==> config.mk <==
export PLATFORM = sky130hd
export DESIGN_NAME = cpfp_finish
export DESIGN_NICKNAME = d
export VERILOG_FILES = /design/src/sv/cpfp_pkg.sv /design/src/sv/cpfp_finish.sv
export SDC_FILE = /design/constraint.sdc
export NUM_CORES = 1
export LEC_CHECK = 0
export ABC_CLOCK_PERIOD_IN_PS = 12000
export BUFFER_PORTS_ARGS = -buffer_cell sky130_fd_sc_hd__buf_2
export CAP_MARGIN = 20
export CORE_MARGIN = 2
export CORE_UTILIZATION = 65
export DETAILED_ROUTE_END_ITERATION = 8
export GPL_TIMING_DRIVEN = 0
export PLACE_DENSITY = 0.83
export SKIP_LAST_GASP = 1
export SYNTH_ARGS = -nofsm -noshare
export SYNTH_HDL_FRONTEND = slang
export SYNTH_SLANG_ARGS = --single-unit
==> constraint.sdc <==
create_clock -name clock -period 12 [get_ports clock]
set_input_delay 1.8 -clock clock [delete_from_list [all_inputs] [get_ports clock]]
set_output_delay 1.8 -clock clock [all_outputs]
set_load 0.01 [all_outputs]
==> src/sv/cpfp_pkg.sv <==
// Package for the circle point from phase block: widths, CORDIC arctangent table,
// and shared types. Used by every module of the block; depends on nothing.
package cpfp_pkg;

   localparam int COORD_BITS = 24;
   localparam int PHASE_BITS = 16;
   localparam int CORDIC_STAGES = 20;
   localparam int GUARD_BITS = 4;
   localparam int KINV_BITS = 24;
   localparam int DIR_BITS = 4;
   localparam int CSR_IDX_BITS = 3;
   localparam int VEC_BITS = COORD_BITS + GUARD_BITS + 3;
   localparam int ANG_BITS = 33;
   localparam int SUM_BITS = COORD_BITS + 1;
   localparam int PROD_BITS = VEC_BITS + KINV_BITS + 2;
   localparam logic [KINV_BITS-1:0] KINV_VALUE = 24'd10188014;

   typedef enum logic [CSR_IDX_BITS-1:0] {
      CSR_START_X = 3'd0,
      CSR_START_Y = 3'd1,
      CSR_END_X = 3'd2,
      CSR_END_Y = 3'd3,
      CSR_TURN_DIR = 3'd4
   } csr_index_type;

   typedef struct packed {
      logic signed [VEC_BITS-1:0] x;
      logic signed [VEC_BITS-1:0] y;
      logic signed [ANG_BITS-1:0] z;
   } rot_type;

   function automatic logic [31:0] atan_turn(input int i);
      logic [31:0] v;
      v = 32'd0;
      unique case (i)
         0: v = 32'h20000000;  1: v = 32'h12E4051E;  2: v = 32'h09FB385B;
         3: v = 32'h051111D4;  4: v = 32'h028B0D43;  5: v = 32'h0145D7E1;
         6: v = 32'h00A2F61E;  7: v = 32'h00517C55;  8: v = 32'h0028BE53;
         9: v = 32'h00145F2F; 10: v = 32'h000A2F98; 11: v = 32'h000517CC;
         12: v = 32'h00028BE6; 13: v = 32'h000145F3; 14: v = 32'h0000A2FA;
         15: v = 32'h0000517D; 16: v = 32'h000028BE; 17: v = 32'h0000145F;
         18: v = 32'h00000A30; 19: v = 32'h00000518; 20: v = 32'h0000028C;
         21: v = 32'h00000146; 22: v = 32'h000000A3; 23: v = 32'h00000051;
         24: v = 32'h00000029; 25: v = 32'h00000014; 26: v = 32'h0000000A;
         27: v = 32'h00000005; 28: v = 32'h00000003; 29: v = 32'h00000001;
         30: v = 32'h00000001;
         default: v = 32'h00000000;
      endcase
      return v;
   endfunction

endpackage

==> src/sv/cpfp_finish.sv <==
// Gain correction, center add, rounding and saturation for one coordinate,
// in two register stages. Depends on cpfp_pkg.
module cpfp_finish (
   input  logic clock,
   input  logic signed [cpfp_pkg::VEC_BITS-1:0] rot,
   input  logic signed [cpfp_pkg::SUM_BITS-1:0] sum2,
   output logic signed [cpfp_pkg::COORD_BITS-1:0] result
);
   localparam int SH = cpfp_pkg::KINV_BITS + cpfp_pkg::GUARD_BITS + 1;
   localparam int TB = cpfp_pkg::PROD_BITS + 2;
   logic signed [cpfp_pkg::PROD_BITS-1:0] prod_ff, prod_in;
   logic signed [cpfp_pkg::SUM_BITS-1:0] sum_ff;
   logic signed [TB-1:0] total;
   logic signed [TB-SH-1:0] shifted;
   logic signed [cpfp_pkg::COORD_BITS-1:0] result_ff, result_in;
   localparam logic signed [TB-SH-1:0] HI = (TB-SH)'(2 ** (cpfp_pkg::COORD_BITS - 1) - 1);
   localparam logic signed [TB-SH-1:0] LO = -HI - 1;

   always_comb begin
      prod_in = cpfp_pkg::PROD_BITS'(rot * $signed({1'b0, cpfp_pkg::KINV_VALUE}));
      total = TB'(prod_ff) + (TB'(sum_ff) <<< (SH - 1)) + (TB'(1) <<< (SH - 1));
      shifted = (TB-SH)'(total >>> SH);
      if (shifted > HI) begin
         result_in = cpfp_pkg::COORD_BITS'(HI);
      end else if (shifted < LO) begin
         result_in = cpfp_pkg::COORD_BITS'(LO);
      end else begin
         result_in = cpfp_pkg::COORD_BITS'(shifted);
      end
   end

   always_ff @(posedge clock) begin
      prod_ff <= prod_in;
      sum_ff <= sum2;
      result_ff <= result_in;
   end

   assign result = result_ff;
endmodule

; ---- Word-level counts from Yosys, hierarchy flattened
; Index checks and enable logic that the tools add are counted.
[op_classes]
n_addsub = 2
multipliers = 1
order_cmp = 2
mux = 1
[op_table]
columns = op, n
row1 = $add 57x30->58 const B, 1
row2 = $add 56x53->57, 1
row3 = $mul 31x24->55 const B, 1
row4 = $gt 30x24->1 const B, 1
row5 = $lt 30x24->1 const B, 1
row6 = $mux 24, 1
[word_totals]
reg_bits = 104
output_inout_bits = 24
inputBits = 57
wordCells = 9

; ---- Depth between registers and ports, before layout
[depth]
ltp_word = 4
mapped_depth = 25
depth_no_buf = 25

; ---- Least setup slack after synthesis
; No wires, ideal clock.
[synth_timing]
kind = input port to flip-flop
startpoint = input port rot[29] (netlist name)
endpoint = register prod_ff[55] (netlist name)
n_path_buf = 1
setup_ns = 0.131
required_ns = 11.869
stages = 23
arrival_time_ns = 7.495
path_slack_ns = 4.374
cell_sequence = inv_1 > ha_1 > xor2_1 > fa_1 > fa_1 > fa_1 > inv_1 > fa_1 > fa_1 > inv_1 > fa_1 > inv_1 > ha_1 > clkbuf_1 > a21o_1 > a311oi_1 > o21ai_0 > o211ai_1 > o211a_1 > o21ai_2 > a2111oi_0 > o31ai_1 > xor2_1
[synth_between]
elab_chain_len = 1
[synth_lines]
columns = element, line
row1 = "start, declared", cpfp_finish.sv:5  ; input logic signed [cpfp_pkg::VEC_BITS-1:0] rot,
row2 = $mul 31x24->55, cpfp_finish.sv:20  ; prod_in = cpfp_pkg::PROD_BITS'(rot * $signed({1'b0, cpfp_pkg::KINV_VALUE}));
row3 = "named net prod_in, one bit", cpfp_finish.sv:11  ; logic signed [cpfp_pkg::PROD_BITS-1:0] prod_ff, prod_in;
; The timed path passes the listed nets, and every way through them passes these cells.
; A chain may end at the register's enable or synchronous reset.

; ---- Worst setup path in the final report
[layout_timing]
startpoint = input port rot[30] (netlist name)
endpoint = register prod_ff[55] (netlist name)
[layout_between]
elab_chain_len = 1
[layout_lines]
columns = element, line
row1 = $mul 31x24->55, cpfp_finish.sv:20
row2 = "named net prod_in, one bit", cpfp_finish.sv:11
; The timed path passes the listed nets, and every way through them passes these cells.

==> impl_metrics.env <==
export IMPL_gr_total_overflow=0
export IMPL_grt_max_degree=53
export IMPL_final_common_cell="inv_1"
export IMPL_rsz0062_at_grt="no"
export IMPL_cts_resized=0
export IMPL_tightestPinTransition_ns=0.796
export IMPL_worstSetupPathType="in -> reg"
export IMPL_critPathRequiredTime_ns=12.20
export IMPL_vias=13400
export IMPL_coreArea_mm2=0.0288
export IMPL_synth_seq_cells=77
export IMPL_tritoncts="built"
export IMPL_wl_per_cell_um=19.1
export IMPL_grt_pass1_vias=14600
export IMPL_synth_top_cell_area_share=0.380
export IMPL_cpPeakStageDelay_ns=0.65
export IMPL_syn_num_nets=2676
export IMPL_netlist_area_mm2=0.0191
export IMPL_io_pins=81
export IMPL_drv_slew=0
export IMPL_yosysWarningCount=0
export IMPL_status="finished, final reports clean"
export IMPL_viasPerCell=5.63
export IMPL_synth_edf_count=0
export IMPL_nets=2768
export IMPL_hold_viol_final=0
export IMPL_avgSynthCellArea_um2=10.1
export IMPL_crit_chain="buf_2 > buf_1 > xor2_1 > fa_1 > fa_1 > fa_1 > inv_1 > fa_1 > fa_1 > inv_1 > fa_1 > inv_1 > ha_1 > clkbuf_1 > a21o_1 > a311oi_1 > o21ai_0 > o211ai_1 > o211a_1 > o21ai_2 > a2111oi_0 > o31ai_1 > xor2_1"
export IMPL_cap_violations=0
export IMPL_clk_path_buf_depth=2
export IMPL_cts_sinks=77
export IMPL_yosysSeqAreaShare=0.0809
export IMPL_die_y_um=175
export IMPL_grt_pass1_wl_mm=73.7
export IMPL_fmax_ghz=0.118
export IMPL_crit_top_cell="fa_1"
export IMPL_relSlewSlack=0.469
export IMPL_cp_depth=23
export IMPL_gp_congestion=0.965
export IMPL_critPathLaunchType="primary input"
export IMPL_antenna_found_initial=2
export IMPL_finalCritPeriodShare=0.706
export IMPL_synth_area_leaders="fa_1 38%, ha_1 24%, inv_1 10%, dfxtp_1 8.1%, xor2_1 2.7%"
export IMPL_clkTransAtPathRegs_ns=0.06
export IMPL_dpl_hpwl_mm=38.9
export IMPL_rr_worst_depth=12
export IMPL_setup_viol=0
export IMPL_grt_util_all_layers=0.312
export IMPL_die_x_um=175
export IMPL_drive_gt1_frac=0.0674
export IMPL_areaGrowthSynthToFinish_pct=6.57
export IMPL_drt_iter0_markers=1091
export IMPL_cp_top_family="adder cells"
export IMPL_netlist_instances=1890
export IMPL_yosys_most_used_dff="dfxtp_1"
export IMPL_cp_end_kind="flip-flop"
export IMPL_htreeDepth=3
export IMPL_portBuffers=80
export IMPL_clk_latency_ns=0.34
export IMPL_n_antenna_cell=0
export IMPL_worst_path_max_fanout=15
export IMPL_ant_nets=0
export IMPL_start_util=0.662
export IMPL_yosysTopAreaCell="fa_1"
export IMPL_num_rows=62
export IMPL_period_needed_ns=8.48
export IMPL_path_buf_inv=6
export IMPL_wirelength_mm=45.3
export IMPL_holdBufCountCts=0
export IMPL_drc=0
export IMPL_final_cell_mix="526 x inv_1, 367 x ha_1, 362 x fa_1"
export IMPL_dieArea_mm2=0.0307
export IMPL_firstDrtPassIters=5
export IMPL_crit_arrival_ns=8.68
export IMPL_async_flop_share=0
export IMPL_hold_class="reg -> reg"
export IMPL_root_buffer="clkbuf_16"
export IMPL_fin_skew_ns=0.00644
export IMPL_ys_types=67
export IMPL_fillerInstances=2046
export IMPL_cts_setup_buffers=0
export IMPL_final_setup_tns_ns=0
export IMPL_cp_slowest_cell="buf_1"
export IMPL_cts_buffers=9
export IMPL_whs_path_depth=4
[final cells by class]
cell class                 count  area, um2  area share
multi-input combinational   1271      15500       0.761
inverter                     526       1970      0.0972
sequential                    77       1540      0.0759
tap                          384        480      0.0237
timing repair buffer          81        420      0.0207
clock buffer                  11        243      0.0120
clock inverter                 5        108     0.00530
buffer                        16       80.1     0.00394
[routing by layer]
| metal | part of all wire | up-vias | global-route usage |
|---|---|---|---|
| met3 | 0.10 | 106 | 0.0968 |
| li1 | - | 6119 | - |
| met1 | 0.42 | 6570 | 0.409 |
| met5 | 0.0021 | - | 0.0192 |
| met4 | 0.029 | 6 | 0.0878 |
| met2 | 0.45 | 553 | 0.500 |
[through the flow]
step                      setup slack (ns)  utilization  cells  hold slack (ns)  cell area, um2
after global placement                2.75        0.693   2354            0.674           19900
after CTS                             3.03        0.705   2370            0.705           20300
final                                 3.52        0.705   2371            0.692           20300
after global routing                  3.11        0.705   2371            0.754           20300
after detailed placement              2.67        0.693   2354            0.684           19900
after floorplan                       4.37            -   1890            0.642           19100
[state kept, by name, summed over array words and instances (netlist names)]
name / count
result: 24
prod_ff: 28
sum_ff: 25
[kinds of logic after synthesis]
| family | share of synthesized area |
|---|---|
| compound gates | 0.0971 |
| xor+xnor | 0.0469 |
| fa+ha+maj | 0.621 |
| buf+inv | 0.108 |
| flops | 0.0809 |
| mux | 0.00210 |
| simple gates | 0.0438 |
[worst min-delay path, stage by stage, from the launching register on]
cell and delay (ns):
dfxtp_1 0.30, or2_2 0.09, ha_1 0.12, inv_1 0.04, o21ai_2 0.11
[worst paths after layout]
kind | start | end | slack [ns]
max reg2reg | prod_ff[49] | result[6] | 8.45
min | prod_ff[28] | result[0] | 0.69
max | rot[30] | prod_ff[55] | 3.52
min reg2reg | prod_ff[28] | result[0] | 0.69
[synthesized netlist by cell type (3+ instances only)]
library cell / number
inv_1: 526
xor2_1: 58
dfxtp_1: 77
mux2i_1: 4
ha_1: 367
nand4_1: 8
a21o_1: 51
clkbuf_1: 11
a211oi_1: 6
nand2_1: 44
a21oi_1: 62
or2_2: 4
a41oi_1: 4
o21ai_2: 21
o31ai_1: 5
a22o_1: 3
nor2_1: 44
o211ai_1: 9
xnor2_1: 44
a31o_2: 3
o2111ai_1: 4
o21ai_0: 41
o22ai_1: 3
nor3b_1: 5
and2_1: 3
a31oi_1: 10
nand2b_1: 6
nand3_1: 16
fa_1: 362
nor3_1: 9
nor2b_1: 8
o21bai_1: 11
o21a_1: 13
and3_1: 5
Power is not shown: default switching activity piles up to over one toggle a cycle in this logic, so the estimate is an artifact.
