==> src/sv/cpfp_pkg.sv <==
// Package for the circle point from phase block: widths, CORDIC arctangent table,
// and shared types. Used by every module of the block; depends on nothing.
package cpfp_pkg;

   localparam int COORD_BITS = 24;
   localparam int PHASE_BITS = 16;
   localparam int CORDIC_STAGES = 20;
   localparam int GUARD_BITS = 4;
   localparam int KINV_BITS = 24;
   localparam int DIR_BITS = 4;
   localparam int CSR_IDX_BITS = 3;
   localparam int VEC_BITS = COORD_BITS + GUARD_BITS + 3;
   localparam int ANG_BITS = 33;
   localparam int SUM_BITS = COORD_BITS + 1;
   localparam int PROD_BITS = VEC_BITS + KINV_BITS + 2;
   localparam logic [KINV_BITS-1:0] KINV_VALUE = 24'd10188014;

   typedef enum logic [CSR_IDX_BITS-1:0] {
      CSR_START_X = 3'd0,
      CSR_START_Y = 3'd1,
      CSR_END_X = 3'd2,
      CSR_END_Y = 3'd3,
      CSR_TURN_DIR = 3'd4
   } csr_index_type;

   typedef struct packed {
      logic signed [VEC_BITS-1:0] x;
      logic signed [VEC_BITS-1:0] y;
      logic signed [ANG_BITS-1:0] z;
   } rot_type;

   function automatic logic [31:0] atan_turn(input int i);
      logic [31:0] v;
      v = 32'd0;
      unique case (i)
         0: v = 32'h20000000;  1: v = 32'h12E4051E;  2: v = 32'h09FB385B;
         3: v = 32'h051111D4;  4: v = 32'h028B0D43;  5: v = 32'h0145D7E1;
         6: v = 32'h00A2F61E;  7: v = 32'h00517C55;  8: v = 32'h0028BE53;
         9: v = 32'h00145F2F; 10: v = 32'h000A2F98; 11: v = 32'h000517CC;
         12: v = 32'h00028BE6; 13: v = 32'h000145F3; 14: v = 32'h0000A2FA;
         15: v = 32'h0000517D; 16: v = 32'h000028BE; 17: v = 32'h0000145F;
         18: v = 32'h00000A30; 19: v = 32'h00000518; 20: v = 32'h0000028C;
         21: v = 32'h00000146; 22: v = 32'h000000A3; 23: v = 32'h00000051;
         24: v = 32'h00000029; 25: v = 32'h00000014; 26: v = 32'h0000000A;
         27: v = 32'h00000005; 28: v = 32'h00000003; 29: v = 32'h00000001;
         30: v = 32'h00000001;
         default: v = 32'h00000000;
      endcase
      return v;
   endfunction

endpackage

==> src/sv/cpfp_cordic_stage.sv <==
// One registered rotation-mode CORDIC stage.
// Depends on cpfp_pkg.
module cpfp_cordic_stage (
   input  logic clock,
   input  logic reset,
   input  logic [4:0] stage_idx,
   input  logic in_valid,
   input  cpfp_pkg::rot_type in_rot,
   input  logic signed [cpfp_pkg::SUM_BITS-1:0] in_sx,
   input  logic signed [cpfp_pkg::SUM_BITS-1:0] in_sy,
   output logic out_valid,
   output cpfp_pkg::rot_type out_rot,
   output logic signed [cpfp_pkg::SUM_BITS-1:0] out_sx,
   output logic signed [cpfp_pkg::SUM_BITS-1:0] out_sy
);
   logic valid_ff;
   cpfp_pkg::rot_type rot_ff, rot_in;
   logic signed [cpfp_pkg::SUM_BITS-1:0] sx_ff, sy_ff;
   logic signed [cpfp_pkg::VEC_BITS-1:0] xs, ys;
   logic signed [cpfp_pkg::ANG_BITS-1:0] at;

   always_comb begin
      xs = in_rot.x >>> stage_idx;
      ys = in_rot.y >>> stage_idx;
      at = $signed({1'b0, cpfp_pkg::atan_turn(int'(stage_idx))});
      if (!in_rot.z[cpfp_pkg::ANG_BITS-1]) begin
         rot_in.x = in_rot.x - ys;
         rot_in.y = in_rot.y + xs;
         rot_in.z = in_rot.z - at;
      end else begin
         rot_in.x = in_rot.x + ys;
         rot_in.y = in_rot.y - xs;
         rot_in.z = in_rot.z + at;
      end
   end

   always_ff @(posedge clock) begin
      if (reset) begin
         valid_ff <= 1'b0;
      end else begin
         valid_ff <= in_valid;
      end
      rot_ff <= rot_in;
      sx_ff <= in_sx;
      sy_ff <= in_sy;
   end

   assign out_valid = valid_ff;
   assign out_rot = rot_ff;
   assign out_sx = sx_ff;
   assign out_sy = sy_ff;
endmodule

==> config.mk <==
export PLATFORM = sky130hd
export DESIGN_NAME = cpfp_cordic_stage
export DESIGN_NICKNAME = d
export VERILOG_FILES = /design/src/sv/cpfp_pkg.sv /design/src/sv/cpfp_cordic_stage.sv
export SDC_FILE = /design/constraint.sdc
export NUM_CORES = 1
export LEC_CHECK = 0
export ABC_AREA = 1
export BUFFER_PORTS_ARGS = -buffer_cell sky130_fd_sc_hd__clkbuf_2
export CORE_MARGIN = 3
export CORE_UTILIZATION = 57
export CTS_BUF_LIST = sky130_fd_sc_hd__clkbuf_8 sky130_fd_sc_hd__clkbuf_16
export CTS_CLUSTER_SIZE = 25
export DETAILED_ROUTE_END_ITERATION = 10
export PLACE_DENSITY_LB_ADDON = 0.15
export REMOVE_ABC_BUFFERS = 1
export SYNTH_ARGS = -nofsm -noshare
export SYNTH_HDL_FRONTEND = slang
export SYNTH_SLANG_ARGS = --single-unit
==> constraint.sdc <==
create_clock -name clock -period 4.9 [get_ports clock]
set_input_delay 0.735 -clock clock [delete_from_list [all_inputs] [get_ports clock]]
set_output_delay 0.735 -clock clock [all_outputs]
set_load 0.1 [all_outputs]
* Word-level counts from Yosys, hierarchy flattened
Memories as Yosys holds them, arrays and structs flattened.
Index checks and enable logic that the tools add are counted.
** Storage, ports and cells
- Flip-flop bits (word level) :: 146
- Latch bits :: 0
- RAM bits :: 0
- Memory bits (read-only) :: 960
- Logic and storage cells :: 16
- Memories :: 1
** Memories
- (no name shown) :: depth 32, width 30, rd ports 1, clocked after memory_dff 0, write ports 0, line cpfp_pkg.sv:35 : unique case (i)
** Cells by class
- Add/subtract/negate cells :: 6
- $mul :: 0
- Divide/modulo/power cells :: 0
- Order comparisons :: 0
- Equal/unequal tests :: 0
- Shift operators :: 2
- Muxes and demuxes :: 1
- Bitwise logic cells :: 0
- Reductions and logical operators :: 0
** Operators by type and width (count)
- 95-bit two-way mux :: 1
- 31-bit adder :: 2
- 31-bit by 5-bit >>> shifter with 31-bit output :: 2
- 31-bit subtractor :: 2
- 33-bit adder :: 1
- 33-bit subtractor :: 1

* Logic depth before layout (Yosys ltp)
Gate-level depths: netlist of the first run.
- Depth after elaboration :: 3
- Gate-level depth with buffers :: 34

* Worst setup path after synthesis of the first run
Ideal clock, no wire load.
- Path type :: input -> register
- Start point :: input port stage_idx[0]
- End point :: register rot_ff, in the netlist out_rot[29]
- Setup time :: 0.072 ns
- Arrival time :: 4.243 ns
- Required time :: 4.828 ns
- Setup slack :: 0.586 ns
- Cell stages on the path :: 29
- Buffers on the path :: 2
- Cell sequence :: buf_6 inv_4 buf_2 ha_1 inv_1 nand2_1 nand3_2 o21ai_2 a21oi_2 ha_1 nand2_1 nor2_1 nand2_1 inv_2 nand3_2 nor2_1 nand2_1 nand2_2 xnor2_1 ha_1 nand2_1 nor4_1 nand2_1 o211ai_1 nand2_1 nand2_1 nand2_1 o2111ai_1 xor2_1
** RTL lines
- start, declared :: line cpfp_cordic_stage.sv:6 : input logic [4:0] stage_idx,
- end signal, assigned :: line cpfp_cordic_stage.sv:43 : rot_ff <= rot_in;
- end, declared :: line cpfp_cordic_stage.sv:17 : cpfp_pkg::rot_type rot_ff, rot_in;

==> flow_summary_export.csv, run 1 <==
group,metric,value,unit
sta,slew_headroom,0.535,
global_route,grt_overflow_total,0,
floorplan,start_util,0.584,
sta,hold_viol_final,0,
yosys,synth_cells,2322,
floorplan,fp.dieH,164,um
power,swShare,0.594,
detailed_routing,wl_met2,23100,um
sta,report.final.slew_viol_count,0,
detailed_routing,viasPerCell,5.70,
sta,finalSetupViolCount,0,
clock_network,cts_setup_buffers,0,
detailed_routing,drc,0,
critical_path,slowest_stage,"nor4_1",
global_route,grt_pass1_vias,15500,
detailed_routing,routed_wl,49400,um
place,dp_hpwl,39800,um
floorplan,die_w,164,um
detailed_routing,ant_nets,0,
place,portBuffers,298,
cells_and_area,drive_above_1_share,0.181,
power,finalPower,8.39,mW
power,combPwrFrac,0.632,
place,placed_area,16500,um2
cells_and_area,seqCellArea,2920,um2
critical_path,end_kind,"flop",
power,p_switching,4.98,mW
min_path,hp-class,"in2reg",
yosys,yosysWarnings,0,
yosys,synth.distinct_cells,54,
clock_network,clockBufferDepth,2,
global_route,grt_use_total,0.352,
power,p_int,3.41,mW
detailed_routing,drt_iter0_drc,1847,
yosys,ys.flop_type,"dfxtp_1",
cells_and_area,area_growth,19.8,%
power,power.leakage,9.12,nW
place,gp_congestion,1.04,
cells_and_area,layout_commonest_cell,"nand2_1",
detailed_routing,firstDrtPassIters,6,
yosys,synth-edff-count,0,
cells_and_area,multi_input_area,10200,um2
critical_path,crit_fanout,71,
clock_network,root_buffer,"clkbuf_16",
clock_network,postCtsResizedCells,0,
run_status,status,"finished clean",
clock_network,h-tree-depth,4,
critical_path,crit_path_start_kind,"input port",
critical_path,cpPeakStageDelay,0.54,ns
detailed_routing,vias,17000,
sta,rsz0062_at_grt,"no",
clock_network,numClockSinks,146,
critical_path,path_common_cell,"nand2_1",
yosys,synth_area,14300,um2
floorplan,core-area,24500,um2
floorplan,rows,57,
power,power.share.clock,0.172,
detailed_routing,routedLengthMet1,19500,um
cells_and_area,stdcell_area,17100,um2
critical_path,cp.arrival,5.06,ns
floorplan,dieArea,27000,um2
power,seqPwrFrac,0.196,
global_route,grt_max_degree,72,
detailed_routing,maxUsedRoutingLayer,"met5",
clock_network,postCtsHoldBufs,0,
detailed_routing,dr_wl_met3,4670,um
run,drv_cap,0,
power,vdd_ir_drop_max,0.542,mV
clock_network,cts_buffers,17,
yosys,async_reset_ff_frac,0,
cells_and_area,final_cell_mix,"nand2_1, nand3_1, clkbuf_2",
detailed_routing,wl_per_cell,16.6,um
sta,fin_crit,4.68,ns
sta,worst_pin_slew,0.696,ns
sta,clock.fmax,0.214,GHz
yosys,seq_area_frac_synth,0.205,
clock_network,clk_pin_slew,0.08,ns
yosys,synth-seq-cells,146,
critical_path,worstSetupStartpoint,"stage_idx[0]",
floorplan,io_pins,299,
yosys,avgSynthCellArea,6.15,um2
cells_and_area,n_fill_cell,2231,
global_route,antenna_found_initial,1,
cells_and_area,nNetsFinal,2901,
power,power.density,490,nW/um2
clock_network,cts_tree,"yes",
min_path,min-delay-start,"in_sy[18]",
cells_and_area,n_antenna_cell,0,
critical_path,crit_type,"in2reg",
critical_path,crit_required,5.27,ns
global_route,grt_pass1_wl,76600,um
sta,period_share,0.956,
[cell type report]
cell class                 instances  area share
clock buffer                      17      0.0249
clock inverter                    15      0.0110
inverter                         203      0.0447
multi-input combinational       1898       0.595
sequential                       146       0.171
tap                              324      0.0237
timing repair buffer             376       0.130
[cell usage after synthesis, types with 7 or more instances]
cell,count,share of area
clkbuf_1,13,0.0034
o21a_1,8,0.0042
a31oi_1,12,0.0053
nor2_2,19,0.0083
inv_2,16,0.0042
xor2_1,103,0.063
nand2_1,735,0.19
buf_1,14,0.0037
o21ai_1,14,0.0049
nor3_1,26,0.0091
a21boi_0,7,0.0037
buf_6,13,0.010
nand3_1,326,0.11
inv_1,185,0.049
o21ai_0,90,0.032
xnor2_1,50,0.031
buf_2,29,0.010
a21oi_1,128,0.045
nand4_1,18,0.0079
dfxtp_1,146,0.20
ha_1,103,0.090
nor2_1,166,0.044
nand3b_1,9,0.0047
o211ai_1,11,0.0058
[final timing paths]
| kind | cells past startpoint | to |
|---|---|---|
| worst max-delay path | 25 | out_rot[31] |
| worst min-delay path | 1 | out_sy[18] |
[per-stage QoR]
step | setup TNS, ns | setup slack, ns | utilization | cells | hold slack [ns]
floorplan | -3.42 | -0.372 | - | 2247 | 0.763
global placement | 0 | 0.0121 | 0.673 | 2947 | 0.837
detailed placement | -0.230 | -0.0775 | 0.673 | 2947 | 0.839
CTS | 0 | 0.353 | 0.698 | 2979 | 0.386
global route | 0 | 0.0171 | 0.700 | 2979 | 0.382
finish | 0 | 0.218 | 0.700 | 2979 | 0.390
[critical path: cells and delay by family]
family          cells  cell delay, ns
xor+xnor            2            0.26
compound gates      5            0.83
buf+inv             4            0.56
fa+ha+maj           3            0.78
simple gates       11            1.84
[power by group through the flow]
stage | sequential [mW] | clock, mW | combinational, mW
global route | 1.68 | 1.51 | 5.60
floorplan | 4.32 | 0 | 1.54
global placement | 1.66 | 0 | 5.21
detailed placement | 1.67 | 0 | 5.25
finish | 1.64 | 1.45 | 5.30
CTS | 1.65 | 1.46 | 5.26
[layer usage]
metal,global-route usage,vias to the layer above
li1,-,8314
met1,0.442,7584
met2,0.593,919
met3,0.0593,148
met4,0.151,2
met5,0,-
[logic make-up (layout without fill, tap and decap cells)]
| family | after synthesis | after routing | synth area share |
|---|---|---|---|
| compound gates | 309 | 309 | 0.124 |
| fa+ha+maj | 106 | 106 | 0.0944 |
| buf+inv | 278 | 611 | 0.0842 |
| simple gates | 1330 | 1330 | 0.399 |
| xor+xnor | 153 | 153 | 0.0938 |
| flops | 146 | 146 | 0.205 |
[sequential cells by signal, summed over array words and instances (netlist names)]
signal     cells
out_sx        25
out_sy        25
out_valid      1
out_rot       95
Power figures use the tool's default switching activity.
==> run 2, diff against run 1 <==
--- a/config.mk
+++ b/config.mk
@@ -7,6 +7,7 @@
 export LEC_CHECK = 0
 export ABC_AREA = 1
 export BUFFER_PORTS_ARGS = -buffer_cell sky130_fd_sc_hd__clkbuf_2
+export CORE_ASPECT_RATIO = 1.2
 export CORE_MARGIN = 3
 export CORE_UTILIZATION = 57
 export CTS_BUF_LIST = sky130_fd_sc_hd__clkbuf_8 sky130_fd_sc_hd__clkbuf_16
==> flow_summary_export.csv, run 2 (synthesis gave the netlist of run 1 again) <==
group,metric,value,unit
power,swShare,0.597,
detailed_routing,ant_nets,0,
place,portBuffers,298,
sta,worst_pin_slew,0.764,ns
cells_and_area,layout_commonest_cell,"nand2_1",
floorplan,die_w,151,um
power,power.leakage,9.15,nW
place,dp_hpwl,41800,um
detailed_routing,wl_per_cell,17.3,um
critical_path,crit_type,"in2reg",
cells_and_area,drive_above_1_share,0.182,
cells_and_area,largest_reg_flops,95,
clock_network,root_buffer,"clkbuf_16",
sta,hold_viol_final,0,
sta,fin_crit,4.58,ns
power,power.density,488,nW/um2
power,vdd_ir_drop_max,0.674,mV
clock_network,h-tree-depth,4,
critical_path,crit_required,5.26,ns
critical_path,path_common_cell,"nand2_1",
place,gp_congestion,1.02,
place,dp.cells,2948,
min_path,hp-class,"in2reg",
sta,slew_headroom,0.489,
critical_path,end_kind,"flop",
power,p_switching,5.00,mW
clock_network,cts_tree,"yes",
clock_network,numClockSinks,146,
floorplan,dieArea,27000,um2
cells_and_area,final_cell_mix,"nand2_1, nand3_1, clkbuf_2",
sta,finalSetupViolCount,0,
floorplan,io_pins,299,
floorplan,fp.dieH,179,um
detailed_routing,drc,0,
floorplan,rows,62,
power,combPwrFrac,0.640,
global_route,grt_pass1_wl,80600,um
detailed_routing,routed_wl,51500,um
critical_path,crit_path_start_kind,"input port",
global_route,grt_pass1_vias,16200,
global_route,grt_max_degree,72,
floorplan,start_util,0.588,
floorplan,core-area,24300,um2
critical_path,cpPeakStageDelay,0.38,ns
detailed_routing,firstDrtPassIters,7,
sta,report.final.slew_viol_count,0,
clock_network,cts_buffers,17,
sta,clock.fmax,0.218,GHz
sta,period_share,0.935,
global_route,antenna_found_initial,1,
global_route,grt_use_total,0.368,
critical_path,slowest_stage,"nor4_2",
critical_path,cp.arrival,4.94,ns
detailed_routing,viasPerCell,5.72,
clock_network,clk_pin_slew,0.07,ns
power,seqPwrFrac,0.199,
cells_and_area,final_core_util,0.707,
global_route,grt_overflow_total,0,
run_status,status,"finished clean",
run,drv_cap,0,
cells_and_area,area_growth,20.2,%
clock_network,clockBufferDepth,2,
critical_path,crit_fanout,28,
cells_and_area,nNetsFinal,2907,
power,power.share.clock,0.162,
detailed_routing,vias,17100,
cells_and_area,final_cell_count_no_fill,2982,
cells_and_area,n_fill_cell,2177,
detailed_routing,drt_iter0_drc,1722,
power,p_int,3.38,mW
run 2: cell types whose count changed in the layout (fill, tap and decap cells not counted), moves of 2 or more:
cell	change
buf_4	+5
buf_12	+2
clkinv_8	+2
nor2_2	-2
run 2: layout make-up:
type	count	area [um2]	area share
diodes	1	2.50	0.000146
clock inverters	15	186	0.0109
clock buffers	17	425	0.0248
multi-input cells	1898	10200	0.593
repair buffers	382	2280	0.133
inverters	203	764	0.0445
flip-flops and latches	146	2920	0.170
well taps	320	400	0.0233
run 2: final timing paths:
check	depth (start not counted)	end	slack (ns)	from
worst min-delay path	1	out_sy[7]	0.39	in_sy[7]
worst max-delay path	29	out_rot[29]	0.32	stage_idx[1]
run 2: power groups by stage:
stage                     sequential [mW]  combinational, mW  clock, mW
after floorplan                      4.32               1.54          0
after global placement               1.67               5.25          0
after detailed placement             1.69               5.29          0
after CTS                            1.67               5.32       1.37
after global routing                 1.69               5.65       1.42
final                                1.66               5.37       1.36
run 2: what timing repair did:
item / in CTS / in global routing
setup buffers: 0 / 1
hold buffers: 0 / 0
resized for setup: 0 / 6
endpoints found under the setup margin: 0 / 4
run 2: through the flow:
stage	cell area, um2	hold WS, ns	setup TNS [ns]	worst slack, ns	total power [mW]
floorplan	13800	0.763	-3.42	-0.372	5.86
global placement	16500	0.838	-0.0633	-0.0633	6.92
detailed placement	16500	0.839	-0.168	-0.154	6.98
CTS	17100	0.379	0	0.298	8.35
global route	17200	0.381	-0.0198	-0.0198	8.77
finish	17200	0.393	0	0.318	8.39
run 2: metal layers:
layer  part of all wire  vias up  track usage
met4              0.073        0        0.235
li1                   -     8310            -
met3              0.088      235       0.0647
met2               0.47      971        0.628
met1               0.37     7538        0.417
met5                  0        -            0
run 2: critical path: cells and delay by family:
kind,cells,cell delay (ns)
AOI/OAI and AO/OA,4,0.70
xor gates and xnor gates,2,0.31
adders and majority gates,3,0.83
buffers and inverters,5,0.60
and+or+nand+nor,15,1.74
